$ cat src/hw/rtl/pcbme_pkg.sv
// ----------------------------------------------------------------------------
// pcbme_pkg
// Types and constants for the coil balance PI controller with mass estimate.
// ----------------------------------------------------------------------------
package pcbme_pkg;

  localparam int FRAC_BITS   = 12;
  localparam int GAIN_FRAC   = 8;
  localparam int MCONST_FRAC = 24;
  localparam int SH          = GAIN_FRAC + FRAC_BITS;

  localparam int S_TDATA_W  = 16;
  localparam int M_TDATA_W  = 48;
  localparam int CFG_IDX_W  = 3;
  localparam int CFG_DATA_W = 16;

  localparam int ACCEL_W = 16;
  localparam int SETP_W  = 13;
  localparam int GAIN_W  = 16;
  localparam int LIM_W   = 15;
  localparam int DUTY_W  = 11;
  localparam int MASS_W  = 24;
  localparam int INTEG_W = 16;
  localparam int ERR_W   = 18;
  localparam int HI_W    = 20;
  localparam int KC_W    = 27;
  localparam int CNT_W   = 5;
  localparam int TOTAL_W = HI_W + GAIN_W;
  localparam int LR_W    = 20;
  localparam int P_W     = HI_W + KC_W;
  localparam int Z_W     = 48;
  localparam int Q_W     = 36;
  localparam int LIGHT_SHIFT = MCONST_FRAC - FRAC_BITS;

  localparam logic [KC_W-1:0] K_HEAVY_SLOPE = KC_W'(66098876);
  localparam logic [KC_W-1:0] K_LIGHT_SLOPE = KC_W'(53687);
  localparam logic [Z_W-1:0]  C_HEAVY = (Z_W'(8517793) << FRAC_BITS)
                                      + (Z_W'(1) << (MCONST_FRAC - 1));
  localparam logic [Z_W-1:0]  C_LIGHT = Z_W'(26419082) + (Z_W'(1) << (LIGHT_SHIFT - 1));

  localparam int MASS_SWITCH = 1000;
  localparam int MASS_MAX    = 8388607;
  localparam int MASS_MIN    = -8388608;
  localparam int DUTY_TOP    = 2047;

  localparam logic [DUTY_W-1:0]  LEFT_RESET      = DUTY_W'(600);
  localparam logic [SETP_W-1:0]  SETPOINT_RESET  = SETP_W'(82);
  localparam logic [GAIN_W-1:0]  PROP_RESET      = GAIN_W'(2048);
  localparam logic [GAIN_W-1:0]  INTEG_RESET     = GAIN_W'(1280);
  localparam logic [LIM_W-1:0]   IN_LIM_RESET    = LIM_W'(1229);
  localparam logic [LIM_W-1:0]   INTEG_LIM_RESET = LIM_W'(205);
  localparam logic [DUTY_W-1:0]  DUTY_SUM_RESET  = DUTY_W'(1300);
  localparam logic [DUTY_W-1:0]  DUTY_MAX_RESET  = DUTY_W'(1000);

  typedef enum logic [CFG_IDX_W-1:0] {
    REG_SETPOINT   = 3'd0,
    REG_PROP_GAIN  = 3'd1,
    REG_INTEG_GAIN = 3'd2,
    REG_IN_LIMIT   = 3'd3,
    REG_INTEG_LIM  = 3'd4,
    REG_DUTY_SUM   = 3'd5,
    REG_DUTY_MAX   = 3'd6
  } cfg_reg_t;

  typedef enum logic [2:0] {
    ST_IDLE,
    ST_PREP,
    ST_MUL_PI,
    ST_LEFT,
    ST_MUL_MASS,
    ST_ROUND,
    ST_SAT
  } state_t;

endpackage

$ cat src/hw/rtl/pi_coil_balance_with_mass_estimate.sv
// ----------------------------------------------------------------------------
// pi_coil_balance_with_mass_estimate
// PI balance loop on accel Y with anti-windup, coil duties and mass estimate.
// ----------------------------------------------------------------------------
//  channel | direction | payload
//  s_*     | in        | tdata[15:0] accel_y
//  m_*     | out       | tdata[10:0] left_duty, [21:11] right_duty, [45:22] mass_est
//  cfg_*   | in        | cfg_index register number, cfg_data value
//
//  steps per sample: accept, clamp, the PI products, left/right update,
//  the mass product, then round and saturate
//  both products run through one shift-add unit, one multiplier bit a cycle
//  a finished result waits in the output register while the next sample starts
//  synchronous reset restores register defaults, integral 0, left level 600
// ----------------------------------------------------------------------------
module pi_coil_balance_with_mass_estimate (
  input  logic                              clk,
  input  logic                              rst,
  input  logic                              s_tvalid,
  output logic                              s_tready,
  input  logic [pcbme_pkg::S_TDATA_W-1:0]   s_tdata,   // accel_y
  output logic                              m_tvalid,
  input  logic                              m_tready,
  output logic [pcbme_pkg::M_TDATA_W-1:0]   m_tdata,   // left_duty, right_duty, mass_est
  input  logic                              cfg_valid,
  output logic                              cfg_ready,
  input  logic [pcbme_pkg::CFG_IDX_W-1:0]   cfg_index,
  input  logic [pcbme_pkg::CFG_DATA_W-1:0]  cfg_data
);
  import pcbme_pkg::*;

  state_t state, state_next;

  logic signed [SETP_W-1:0]  setpoint;
  logic [GAIN_W-1:0]         prop_gain;
  logic [GAIN_W-1:0]         integ_gain;
  logic [LIM_W-1:0]          input_limit;
  logic [LIM_W-1:0]          integral_limit;
  logic [DUTY_W-1:0]         duty_sum;
  logic [DUTY_W-1:0]         duty_max;

  logic signed [ACCEL_W-1:0] accel;
  logic signed [INTEG_W-1:0] integral_acc;
  logic [DUTY_W-1:0]         left_level;
  logic signed [ERR_W-1:0]   a_op;
  logic signed [INTEG_W-1:0] b_op;
  logic signed [HI_W-1:0]    hi;
  logic [KC_W-1:0]           lo;
  logic [KC_W-1:0]           mplr_a;
  logic [GAIN_W-1:0]         mplr_b;
  logic [CNT_W-1:0]          cnt;
  logic                      heavy;
  logic [Z_W-1:0]            zsum;
  logic [DUTY_W-1:0]         left_out;
  logic [DUTY_W-1:0]         right_out;

  logic do_accept, do_prep, do_step, do_left, do_round, do_out;
  logic out_free, last_pi, last_mass;

  // clamp and error
  logic signed [ACCEL_W:0]   y_ext, in_lim, actual;
  logic signed [ERR_W-1:0]   err;
  logic signed [ERR_W:0]     isum, ilim;
  logic signed [INTEG_W-1:0] integ;

  // shift-add step
  logic signed [HI_W:0]      sum;

  // left update
  logic signed [TOTAL_W-1:0] total;
  logic                      rem_nz;
  logic signed [LR_W-1:0]    lsum, l_raw, r_raw;
  logic                      heavy_now;
  logic signed [ERR_W-1:0]   v;
  logic [DUTY_W-1:0]         left_cl, right_cl;

  // mass
  logic signed [P_W-1:0]     prod;
  logic [Z_W-1:0]            z_now;
  logic signed [Q_W-1:0]     k, q;
  logic                      low_zero;
  logic [MASS_W-1:0]         mass_cl;

  assign cfg_ready = 1'b1;

  always_ff @(posedge clk) begin
    if (rst) begin
      setpoint       <= SETPOINT_RESET;
      prop_gain      <= PROP_RESET;
      integ_gain     <= INTEG_RESET;
      input_limit    <= IN_LIM_RESET;
      integral_limit <= INTEG_LIM_RESET;
      duty_sum       <= DUTY_SUM_RESET;
      duty_max       <= DUTY_MAX_RESET;
    end else if (cfg_valid) begin
      case (cfg_index)
        REG_SETPOINT:   setpoint       <= cfg_data[SETP_W-1:0];
        REG_PROP_GAIN:  prop_gain      <= cfg_data[GAIN_W-1:0];
        REG_INTEG_GAIN: integ_gain     <= cfg_data[GAIN_W-1:0];
        REG_IN_LIMIT:   input_limit    <= cfg_data[LIM_W-1:0];
        REG_INTEG_LIM:  integral_limit <= cfg_data[LIM_W-1:0];
        REG_DUTY_SUM:   duty_sum       <= cfg_data[DUTY_W-1:0];
        REG_DUTY_MAX:   duty_max       <= cfg_data[DUTY_W-1:0];
        default: ;
      endcase
    end
  end

  assign out_free  = !m_tvalid || m_tready;
  assign last_pi   = (cnt == CNT_W'(GAIN_W - 1));
  assign last_mass = (cnt == CNT_W'(KC_W - 1));

  always_ff @(posedge clk) begin
    if (rst) begin
      state <= ST_IDLE;
    end else begin
      state <= state_next;
    end
  end

  always_comb begin
    state_next = state;
    case (state)
      ST_IDLE:     if (s_tvalid) state_next = ST_PREP;
      ST_PREP:     state_next = ST_MUL_PI;
      ST_MUL_PI:   if (last_pi) state_next = ST_LEFT;
      ST_LEFT:     state_next = ST_MUL_MASS;
      ST_MUL_MASS: if (last_mass) state_next = ST_ROUND;
      ST_ROUND:    state_next = ST_SAT;
      ST_SAT:      if (out_free) state_next = ST_IDLE;
      default:     state_next = ST_IDLE;
    endcase
  end

  always_comb begin
    s_tready  = 1'b0;
    do_accept = 1'b0;
    do_prep   = 1'b0;
    do_step   = 1'b0;
    do_left   = 1'b0;
    do_round  = 1'b0;
    do_out    = 1'b0;
    case (state)
      ST_IDLE: begin
        s_tready  = 1'b1;
        do_accept = s_tvalid;
      end
      ST_PREP:     do_prep  = 1'b1;
      ST_MUL_PI:   do_step  = 1'b1;
      ST_LEFT:     do_left  = 1'b1;
      ST_MUL_MASS: do_step  = 1'b1;
      ST_ROUND:    do_round = 1'b1;
      ST_SAT:      do_out   = out_free;
      default: ;
    endcase
  end

  // input clamp, error and anti-windup integral
  always_comb begin
    y_ext  = (ACCEL_W + 1)'(accel);
    in_lim = signed'((ACCEL_W + 1)'(input_limit));
    if (y_ext > in_lim) begin
      actual = in_lim;
    end else if (y_ext < -in_lim) begin
      actual = -in_lim;
    end else begin
      actual = y_ext;
    end
    err  = ERR_W'(setpoint) - ERR_W'(actual);
    isum = (ERR_W + 1)'(integral_acc) + (ERR_W + 1)'(err);
    ilim = signed'((ERR_W + 1)'(integral_limit));
    if (isum > ilim) begin
      integ = INTEG_W'(ilim);
    end else if (isum < -ilim) begin
      integ = INTEG_W'(-ilim);
    end else begin
      integ = INTEG_W'(isum);
    end
  end

  assign sum = (HI_W + 1)'(hi)
             + (mplr_a[0] ? (HI_W + 1)'(a_op) : '0)
             + (mplr_b[0] ? (HI_W + 1)'(b_op) : '0);

  // new left level, truncated toward zero
  always_comb begin
    total  = {hi, lo[KC_W-1 -: GAIN_W]};
    rem_nz = |total[SH-1:0];
    lsum   = LR_W'(signed'(total[TOTAL_W-1:SH])) + signed'(LR_W'(left_level));
    l_raw  = lsum + ((lsum < 0 && rem_nz) ? LR_W'(1) : LR_W'(0));
    r_raw  = signed'(LR_W'(duty_sum)) - l_raw;
    heavy_now = (l_raw >= MASS_SWITCH);
    v = heavy_now ? -ERR_W'(accel) : ERR_W'(-r_raw);
    if (l_raw < 0) begin
      left_cl = '0;
    end else if (l_raw > signed'(LR_W'(duty_max))) begin
      left_cl = duty_max;
    end else begin
      left_cl = l_raw[DUTY_W-1:0];
    end
    if (r_raw < 0) begin
      right_cl = '0;
    end else if (r_raw > DUTY_TOP) begin
      right_cl = DUTY_W'(DUTY_TOP);
    end else begin
      right_cl = r_raw[DUTY_W-1:0];
    end
  end

  // round half away from zero, then saturate
  always_comb begin
    prod  = {hi, lo};
    z_now = Z_W'(prod) + (heavy ? C_HEAVY : C_LIGHT);
    if (heavy) begin
      k        = Q_W'(signed'(zsum[Z_W-1:MCONST_FRAC]));
      low_zero = (zsum[MCONST_FRAC-1:0] == '0);
    end else begin
      k        = signed'(zsum[Z_W-1:LIGHT_SHIFT]);
      low_zero = (zsum[LIGHT_SHIFT-1:0] == '0);
    end
    q = k - ((low_zero && k <= 0) ? Q_W'(1) : Q_W'(0));
    if (q > MASS_MAX) begin
      mass_cl = MASS_W'(MASS_MAX);
    end else if (q < MASS_MIN) begin
      mass_cl = MASS_W'(MASS_MIN);
    end else begin
      mass_cl = q[MASS_W-1:0];
    end
  end

  always_ff @(posedge clk) begin
    if (rst) begin
      integral_acc <= '0;
      left_level   <= LEFT_RESET;
    end else begin
      if (do_prep) integral_acc <= integ;
      if (do_left) left_level   <= left_cl;
    end
  end

  always_ff @(posedge clk) begin
    if (do_accept) accel <= s_tdata;
    if (do_prep) begin
      a_op   <= err;
      b_op   <= integ;
      mplr_a <= KC_W'(prop_gain);
      mplr_b <= integ_gain;
      hi     <= '0;
      lo     <= '0;
      cnt    <= '0;
    end else if (do_left) begin
      a_op      <= v;
      mplr_a    <= heavy_now ? K_HEAVY_SLOPE : K_LIGHT_SLOPE;
      mplr_b    <= '0;
      hi        <= '0;
      lo        <= '0;
      cnt       <= '0;
      heavy     <= heavy_now;
      left_out  <= left_cl;
      right_out <= right_cl;
    end else if (do_step) begin
      hi     <= sum[HI_W:1];
      lo     <= {sum[0], lo[KC_W-1:1]};
      mplr_a <= mplr_a >> 1;
      mplr_b <= mplr_b >> 1;
      cnt    <= cnt + CNT_W'(1);
    end
    if (do_round) zsum <= z_now;
  end

  always_ff @(posedge clk) begin
    if (rst) begin
      m_tvalid <= 1'b0;
    end else if (do_out) begin
      m_tvalid <= 1'b1;
    end else if (m_tready) begin
      m_tvalid <= 1'b0;
    end
  end

  always_ff @(posedge clk) begin
    if (do_out) begin
      m_tdata <= {(M_TDATA_W - MASS_W - 2 * DUTY_W)'(0), mass_cl, right_out, left_out};
    end
  end

endmodule

$ cat config.mk
export PLATFORM = sky130hd
export DESIGN_NAME = pi_coil_balance_with_mass_estimate
export DESIGN_NICKNAME = d
export VERILOG_FILES = /design/src/hw/rtl/pcbme_pkg.sv /design/src/hw/rtl/pi_coil_balance_with_mass_estimate.sv
export SDC_FILE = /design/constraint.sdc
export NUM_CORES = 1
export LEC_CHECK = 0
export BUFFER_PORTS_ARGS = -buffer_cell sky130_fd_sc_hd__buf_2
export CAP_MARGIN = 20
export CELL_PAD_IN_SITES_DETAIL_PLACEMENT = 0
export CELL_PAD_IN_SITES_GLOBAL_PLACEMENT = 2
export CORE_MARGIN = 2
export CORE_UTILIZATION = 40
export CTS_CLUSTER_DIAMETER = 200
export DETAILED_ROUTE_END_ITERATION = 6
export GPL_TIMING_DRIVEN = 1
export MAX_ROUTING_LAYER = met4
export PLACE_DENSITY = 0.88
export SLEW_MARGIN = 40
export SYNTH_ARGS = -nofsm -noshare
export SYNTH_HDL_FRONTEND = slang
export SYNTH_SLANG_ARGS = --single-unit
$ cat constraint.sdc
create_clock -name clk -period 10 [get_ports clk]
set_input_delay 1 -clock clk [delete_from_list [all_inputs] [get_ports clk]]
set_output_delay 1 -clock clk [all_outputs]
set_load 0.005 [all_outputs]
==> results of run 1 <==
## synth_stat cells (9+ instances only)
master,instances,share of area [%]
and3_1,41,1.0
a211oi_1,18,0.53
buf_2,10,0.20
fa_1,25,2.0
nor2b_1,39,0.95
dfxtp_1,190,15
clkbuf_1,106,1.6
xnor2_1,121,4.1
nand3_1,105,2.1
inv_1,126,1.8
o211ai_1,35,1.0
o21bai_1,14,0.41
nor4_1,34,0.83
nand2_1,436,6.4
edfxtp_1,199,23
nand4_1,27,0.66
nor3_1,68,1.3
or2_2,12,0.29
xor2_1,70,2.4
nand2b_1,28,0.68
and2_1,44,1.1
a31oi_1,23,0.56
nor2_1,185,2.7
a31o_2,16,0.55
a21o_1,38,1.1
a21oi_1,242,4.7
o21ai_0,174,3.4
or3_1,15,0.37
nor3b_1,13,0.38
mux2i_1,50,2.0
mux2_2,14,0.62
o21a_1,32,0.94
o31ai_1,14,0.41
ha_1,179,8.7
a41oi_1,9,0.31
o22ai_1,21,0.51
o31a_1,9,0.31
## timing repair
action / CTS / global route
pin swaps: 1 / 13
setup buffers: 2 / 9
endpoints found under the setup margin: 7 / 32
gates cloned: 0 / 0
gates resized for setup: 1 / 37
## cells in the final DEF, fill, tap and decap left out, drive strengths merged, types with 17 or more instances in the layout
cell | netlist | final
nor2 | 185 | 185
xnor2 | 121 | 121
edfxtp | 199 | 199
ha | 179 | 179
a21oi | 244 | 244
o21ai | 176 | 176
o22ai | 21 | 21
a31oi | 23 | 23
nand2b | 28 | 28
mux2i | 50 | 50
nor2b | 39 | 39
buf | 25 | 142
a21o | 38 | 38
dfxtp | 190 | 190
nand3 | 105 | 105
xor2 | 70 | 70
inv | 127 | 132
clkbuf | 107 | 56
nor4 | 36 | 36
and2 | 45 | 45
a211oi | 20 | 20
o21a | 32 | 32
nand2 | 436 | 436
fa | 25 | 25
o211ai | 35 | 35
nand4 | 27 | 27
nor3 | 69 | 69
and3 | 42 | 42
a31o | 17 | 17
## flip-flops by register name, indices dropped and copies added (netlist names), 18 cells and up
| name | flops |
|---|---|
| zsum | 48 |
| m_tdata | 46 |
| lo | 27 |
| mplr_a | 26 |
| hi | 20 |
| a_op | 18 |
## power groups by stage
stage               logic [mW]  clock network, mW  registers [mW]
floorplan                 2.02                  0            1.99
global placement          2.72                  0            2.09
detailed placement        2.78                  0            2.09
CTS                       2.80               1.74            2.06
global route              3.15               1.79            2.08
finish                    2.86               1.69            2.06
## metrics by stage
stage	TNS (ns)	hold slack [ns]	util (%)	area, µm²
floorplan	0	0.4003	-	25630
CTS	0	0.4155	45.18	28550
finish	0	0.4198	45.57	28800
global placement	0	0.4003	42.63	26940
global route	-0.2451	0.4253	45.57	28800
detailed placement	-0.007057	0.4054	42.73	27000
## worst reg2reg max path, delay by kind of cell, from the launching register on
family | cells | cell delay, ns
flops | 1 | 0.34
buf+inv | 7 | 0.94
simple gates | 15 | 2.94
xor+xnor | 3 | 0.68
compound gates | 19 | 3.03
fa+ha+maj | 5 | 1.51
## final timing paths
check                                                  from                            to  slack, ns  depth (start not counted)
worst max-delay path            input_limit[0]$_SDFFE_PP1P_  integral_acc[4]$_SDFFE_PP0P_       0.51                         49
worst min-delay path             right_out[5]$_SDFFCE_PN0P_         m_tdata[16]$_DFFE_PP_       0.42                          0
worst max register to register  input_limit[0]$_SDFFE_PP1P_  integral_acc[4]$_SDFFE_PP0P_       0.51                         49
worst min register to register   right_out[5]$_SDFFCE_PN0P_         m_tdata[16]$_DFFE_PP_       0.42                          0
## layer usage
metal,routed length [µm],vias to the layer above,track usage [%]
met1,33740,10286,29.46
met4,2715,0,8.285
li1,-,10615,-
met3,3037,126,2.689
met2,37310,481,39.04
met5,0,-,-
## layout make-up
class	count	area, µm²
clock buffer	56	1260
clock inverter	30	269.0
fill	6139	34400
inverter	127	476.7
multi-input combinational	2270	15090
sequential	389	9779
tap	846	1059
timing repair buffer	142	867.1
## cell families after synthesis
family	synth area share, %
adders and majority gates	10.69
buffers and inverters	3.994
xor gates and xnor gates	6.528
AOI/OAI and AO/OA	18.12
and+or+nand+nor	19.91
muxes	2.568
other	0.02930
DFF	38.16
==> metrics.md, run 1 <==
| Metric | Value |
|---|---|
| Status | completed |
| Max-Cap Viols | 0 |
| P_sw | 2.657 mW |
| Die width | 257.1 µm |
| Gpl congestion | 0.9361 |
| Clock transition at path regs | 0.06 ns |
| Total Nets Final | 3,220 |
| Dpl ws | -0.007057 ns |
| CTS sink count | 389 |
| Crit path arrival time | 10.02 ns |
| Clk pwr share | 25.6% |
| GRT Total Usage | 23.45% |
| Post-Layout Cell Count | 3,860 |
| Worst VDD drop | 0.1225 mV |
| Buffers on Ports | 87 |
| Nature of the critical path endpoint | flip-flop |
| Initial antenna violation count | 0 |
| Die area | 66,110 µm² |
| First-pass GRT wire length | 118,900 µm |
| Part of the power in registers | 31.1% |
| Int Pwr | 3.953 mW |
| Placed Cells | 3,763 |
| First-pass iteration count of the detailed router | 7 |
| Via/cell ratio | 5.572 |
| Routed vias | 21,508 |
| CTS Buf Count | 46 |
| CTS tree | built |
| Pwr Density | 229.6 nW/µm² |
| Synthesized area | 25,630 µm² |
| Initial drt markers | 1,309 |
| # diodes | 0 |
| Crit Path Class | reg -> reg |
| Largest net degree at the start of global routing | 93 |
| Clk buf depth | 3 |
| Startpoint types | flip-flop |
| Drt wl/cell | 19.90 µm |
| HPWL Detailed | 58,080 µm |
| Cell count after synthesis | 2,917 |
| Layout overhead on the synthesized area | 12.37% |
| Grt ovf | 0 |
| Crit share post-route | 94.87% |
| Critical path's largest stage delay | 0.41 ns |
| Avg Inst Size Synth | 8.785 µm² |
| Power share of the combinational group | 43.2% |
| Ports placed on the boundary | 91 |
| Unique cell type count in the Yosys netlist | 97 |
| Slowest CP cell | or3_4 |
| Starting density of the core | 40.55% |
| Residual DRC count | 0 |
| Routed Wire Length | 76,810 µm |
| Final Setup Violations | 0 |
| Clk_skew | 0.01608 ns |
| Seq/Total Area, Yosys | 38.16% |
| Synth async-reset ratio | 0% |
| Sw frac | 40.19% |
| Vias in the first global route | 20,531 |
| Max Slew Vio Count | 0 |
| Cell family with most CP delay | compound AO/OA/AOI/OAI gates |
| Synth warnings | 0 |
| Register bit count reported by yosys | 389 |
| Worst hold path class | reg -> reg |
| Primary FF master, synth | edfxtp_1 |
| Critical-path maximum fanout | 12 |
| H-tree depth | 2 |
| Buf+Inv Stages, Crit Path | 7 |
| Root buffer cell | clkbuf_16 |
| Post-CTS Hold Buffers | 0 |
| Die Ht | 257.1 µm |
| Tmin final | 9.487 ns |
| Worst-skew pair later-pin latency | 0.60 ns |
| Actual slew at the worst max-slew pin | 0.7991 ns |
| Num rows | 92 |
| Core area | 63,200 µm² |
| Final ANT Viol Nets | 0 |
| Final hold vios | 0 |
| FMAX | 105.4 MHz |
| Final worst slack | 0.5127 ns |
| Pleak | 11.48 nW |
| Slew headroom | 46.25% |
| Worst EP required | 10.54 ns |
| Share of layout cells above drive strength 1 | 11.41% |
| Pwr Total | 6.610 mW |
| Number of synthesized flops with an enable pin | 199 |
(Power assumes the default switching activity.)
==> run 2: changes to the inputs <==
--- a/config.mk
+++ b/config.mk
@@ -5,12 +5,13 @@
 export SDC_FILE = /design/constraint.sdc
 export NUM_CORES = 1
 export LEC_CHECK = 0
+export ABC_AREA = 1
 export BUFFER_PORTS_ARGS = -buffer_cell sky130_fd_sc_hd__buf_2
 export CAP_MARGIN = 20
 export CELL_PAD_IN_SITES_DETAIL_PLACEMENT = 0
 export CELL_PAD_IN_SITES_GLOBAL_PLACEMENT = 2
 export CORE_MARGIN = 2
-export CORE_UTILIZATION = 40
+export CORE_UTILIZATION = 38
 export CTS_CLUSTER_DIAMETER = 200
 export DETAILED_ROUTE_END_ITERATION = 6
 export GPL_TIMING_DRIVEN = 1
==> run 2 against run 1 <==
Against the previous run: critical path depth grew 6; total power up 59%; synthesized area is 1.6% higher; routed wire length grew 1.6%.
==> metrics.md, run 2 <==
| Metric | Value |
|---|---|
| Crit share post-route | 89.20% |
| Startpoint types | flip-flop |
| RSZ-0062 raised after global routing | false |
| Via/cell ratio | 5.084 |
| Worst VDD drop | 0.1785 mV |
| GRT Total Usage | 22.66% |
| Core area | 67,510 µm² |
| Worst EP required | 10.50 ns |
| Pwr Total | 10.49 mW |
| Slowest CP cell | o21ai_0 |
| Die area | 70,660 µm² |
| Clock transition at path regs | 0.07 ns |
| Critical path's largest stage delay | 0.43 ns |
| Final Hold Slack | 0.4199 ns |
| Post-CTS Hold Buffers | 0 |
| Nature of the critical path endpoint | flip-flop |
| Biggest regs | zsum: 48 flops, m_tdata: 46 flops, lo: 27 flops |
| Seq/Total Area, Yosys | 37.54% |
| Critical-path maximum fanout | 8 |
| Routed Wire Length | 78,030 µm |
| First-pass GRT wire length | 122,400 µm |
| Die Ht | 265.8 µm |
| First-pass iteration count of the detailed router | 5 |
| Share of layout cells above drive strength 1 | 7.460% |
| Largest net degree at the start of global routing | 82 |
| Buffers on Ports | 87 |
| H-tree depth | 2 |
| Synth area leaders | edfxtp_1 23%, dfxtp_1 15%, nand2_1 11% |
| Die width | 265.8 µm |
| Worst hold path class | reg -> reg |
| Cell count after synthesis | 3,408 |
| Post-synth top area cell | edfxtp_1 |
| Routed vias | 22,292 |
| HPWL Detailed | 59,930 µm |
| Post-CTS Setup Bufs | 0 |
| Ports placed on the boundary | 91 |
| Initial drt markers | 1,465 |
| Final ANT Viol Nets | 0 |
| Crit path arrival time | 9.42 ns |
| Residual DRC count | 0 |
| Buf+Inv Stages, Crit Path | 6 |
| Synth warnings | 0 |
| Crit Path Class | reg -> reg |
| Final hold vios | 0 |
| PostCTS Resize Cnt | 0 |
| Gpl congestion | 0.9055 |
| Setup TNS | 0 ns |
| Initial antenna violation count | 2 |
| Largest Register | zsum |
| Most frequent cells in the layout | 739 x nand2_1, 448 x inv_1, 334 x nor2_1 |
| CTS Buf Count | 47 |
| Cell family with most CP delay | simple AND/OR/NAND/NOR gates |
| Primary FF master, synth | edfxtp_1 |
| Max-Cap Viols | 0 |
| Clk_skew | 0.02363 ns |
| Layout overhead on the synthesized area | 11.34% |
| Total Nets Final | 3,717 |
| Synthesized area | 26,050 µm² |
| Actual slew at the worst max-slew pin | 0.8175 ns |
| Root buffer cell | clkbuf_16 |
| Most used cell, CP | nand2_1 |
| CTS sink count | 389 |
| Clk buf depth | 3 |
| CTS tree | built |
| Starting density of the core | 38.58% |
| FMAX | 112.1 MHz |
| Avg Inst Size Synth | 7.643 µm² |
| Unique cell type count in the Yosys netlist | 67 |
| Pleak | 13.29 nW |
| Worst-skew pair later-pin latency | 0.61 ns |
| Tmin final | 8.920 ns |
| Synth async-reset ratio | 0% |
| Max Slew Vio Count | 0 |
| Hold Path Depth | 0 |
| Number of synthesized flops with an enable pin | 199 |
| Grt ovf | 0 |
| Top cells by count, synth | 740 x nand2_1, 449 x inv_1, 341 x nor2_1 |
| # diodes | 0 |
| Slew headroom | 45.50% |
| Final Setup Violations | 0 |
| Status | completed |
| Max FFs per register | 48 |
| Num rows | 95 |
| Most common cell after layout, fill and taps aside | nand2_1 |
| Top-count cell post-synth | nand2_1 |
| Register bit count reported by yosys | 389 |
| Pwr Density | 361.7 nW/µm² |
| Reg2Reg Depth | 55 |
| Drt wl/cell | 17.80 µm |
| Vias in the first global route | 21,766 |
| Post-synth top area share | 22.94% |
| Critical path depth | 55 |
run 2: metal layers:
layer  vias up  part of all wire [%]  global-route usage [%]
met5         -                     0                       -
met4         0                   1.5                   4.403
met3        72                   3.1                   2.163
met2       362                    48                   38.61
met1     10369                    47                   29.43
li1      11489                     -                       -
run 2: layout make-up:
class	instances	area, µm²
multi-input combinational	2464	14170
clock buffer	61	1279
clock inverter	27	309.0
inverter	456	1712
timing repair buffer	115	658.1
tap	873	1092
sequential	389	9779
fill	7001	38510
run 2: cell families (layout without fill, tap and decap cells):
kind of cell             Yosys count  after routing  share of synthesized area [%]
AND/OR/NAND/NOR                 1454           1454                          23.57
AO/OA/AOI/OAI                    634            634                          14.27
adder cells (fa/ha/maj)          204            204                          10.52
buffers and inverters            556            659                          8.382
other                              2              3                        0.02883
XOR/XNOR                         168            168                          5.649
flip-flops                       389            389                          37.54
multiplexers                       1              1                        0.03843
run 2: where the power goes:
group	internal [mW]	leakage, nW	total (mW)	switching, mW
clock network	1.04	0.768	1.77	0.729
logic	2.06	9.14	6.07	4.01
registers	2.28	3.39	2.65	0.365
run 2: metrics by stage:
stage	util, %	setup WS, ns	cell area [µm²]	cells
detailed placement	40.52	0.6619	27360	4296
finish	42.96	1.080	29000	4385
floorplan	-	1.675	26050	3409
global route	42.96	0.08373	29000	4385
global placement	40.51	0.7180	27350	4296
CTS	42.87	0.6185	28950	4384
run 2: worst paths after layout:
kind / start / end / slack [ns]
worst max-delay path: input_limit[0]$_SDFFE_PP1P_ / integral_acc[3]$_SDFFE_PP0P_ / 1.08
worst min-delay path: right_out[2]$_SDFFCE_PN0P_ / m_tdata[13]$_DFFE_PP_ / 0.42
worst max register to register: input_limit[0]$_SDFFE_PP1P_ / integral_acc[3]$_SDFFE_PP0P_ / 1.08
worst min register to register: right_out[2]$_SDFFCE_PN0P_ / m_tdata[13]$_DFFE_PP_ / 0.42
run 2: worst register-to-register path, delay by kind of cell (launching register included):
kind / cells / cell delay [ns]
and+or+nand+nor: 27 / 2.99
AOI/OAI and AO/OA: 14 / 2.77
adders and majority gates: 5 / 1.44
buffers and inverters: 6 / 0.58
DFF: 1 / 0.33
xor gates and xnor gates: 3 / 0.71
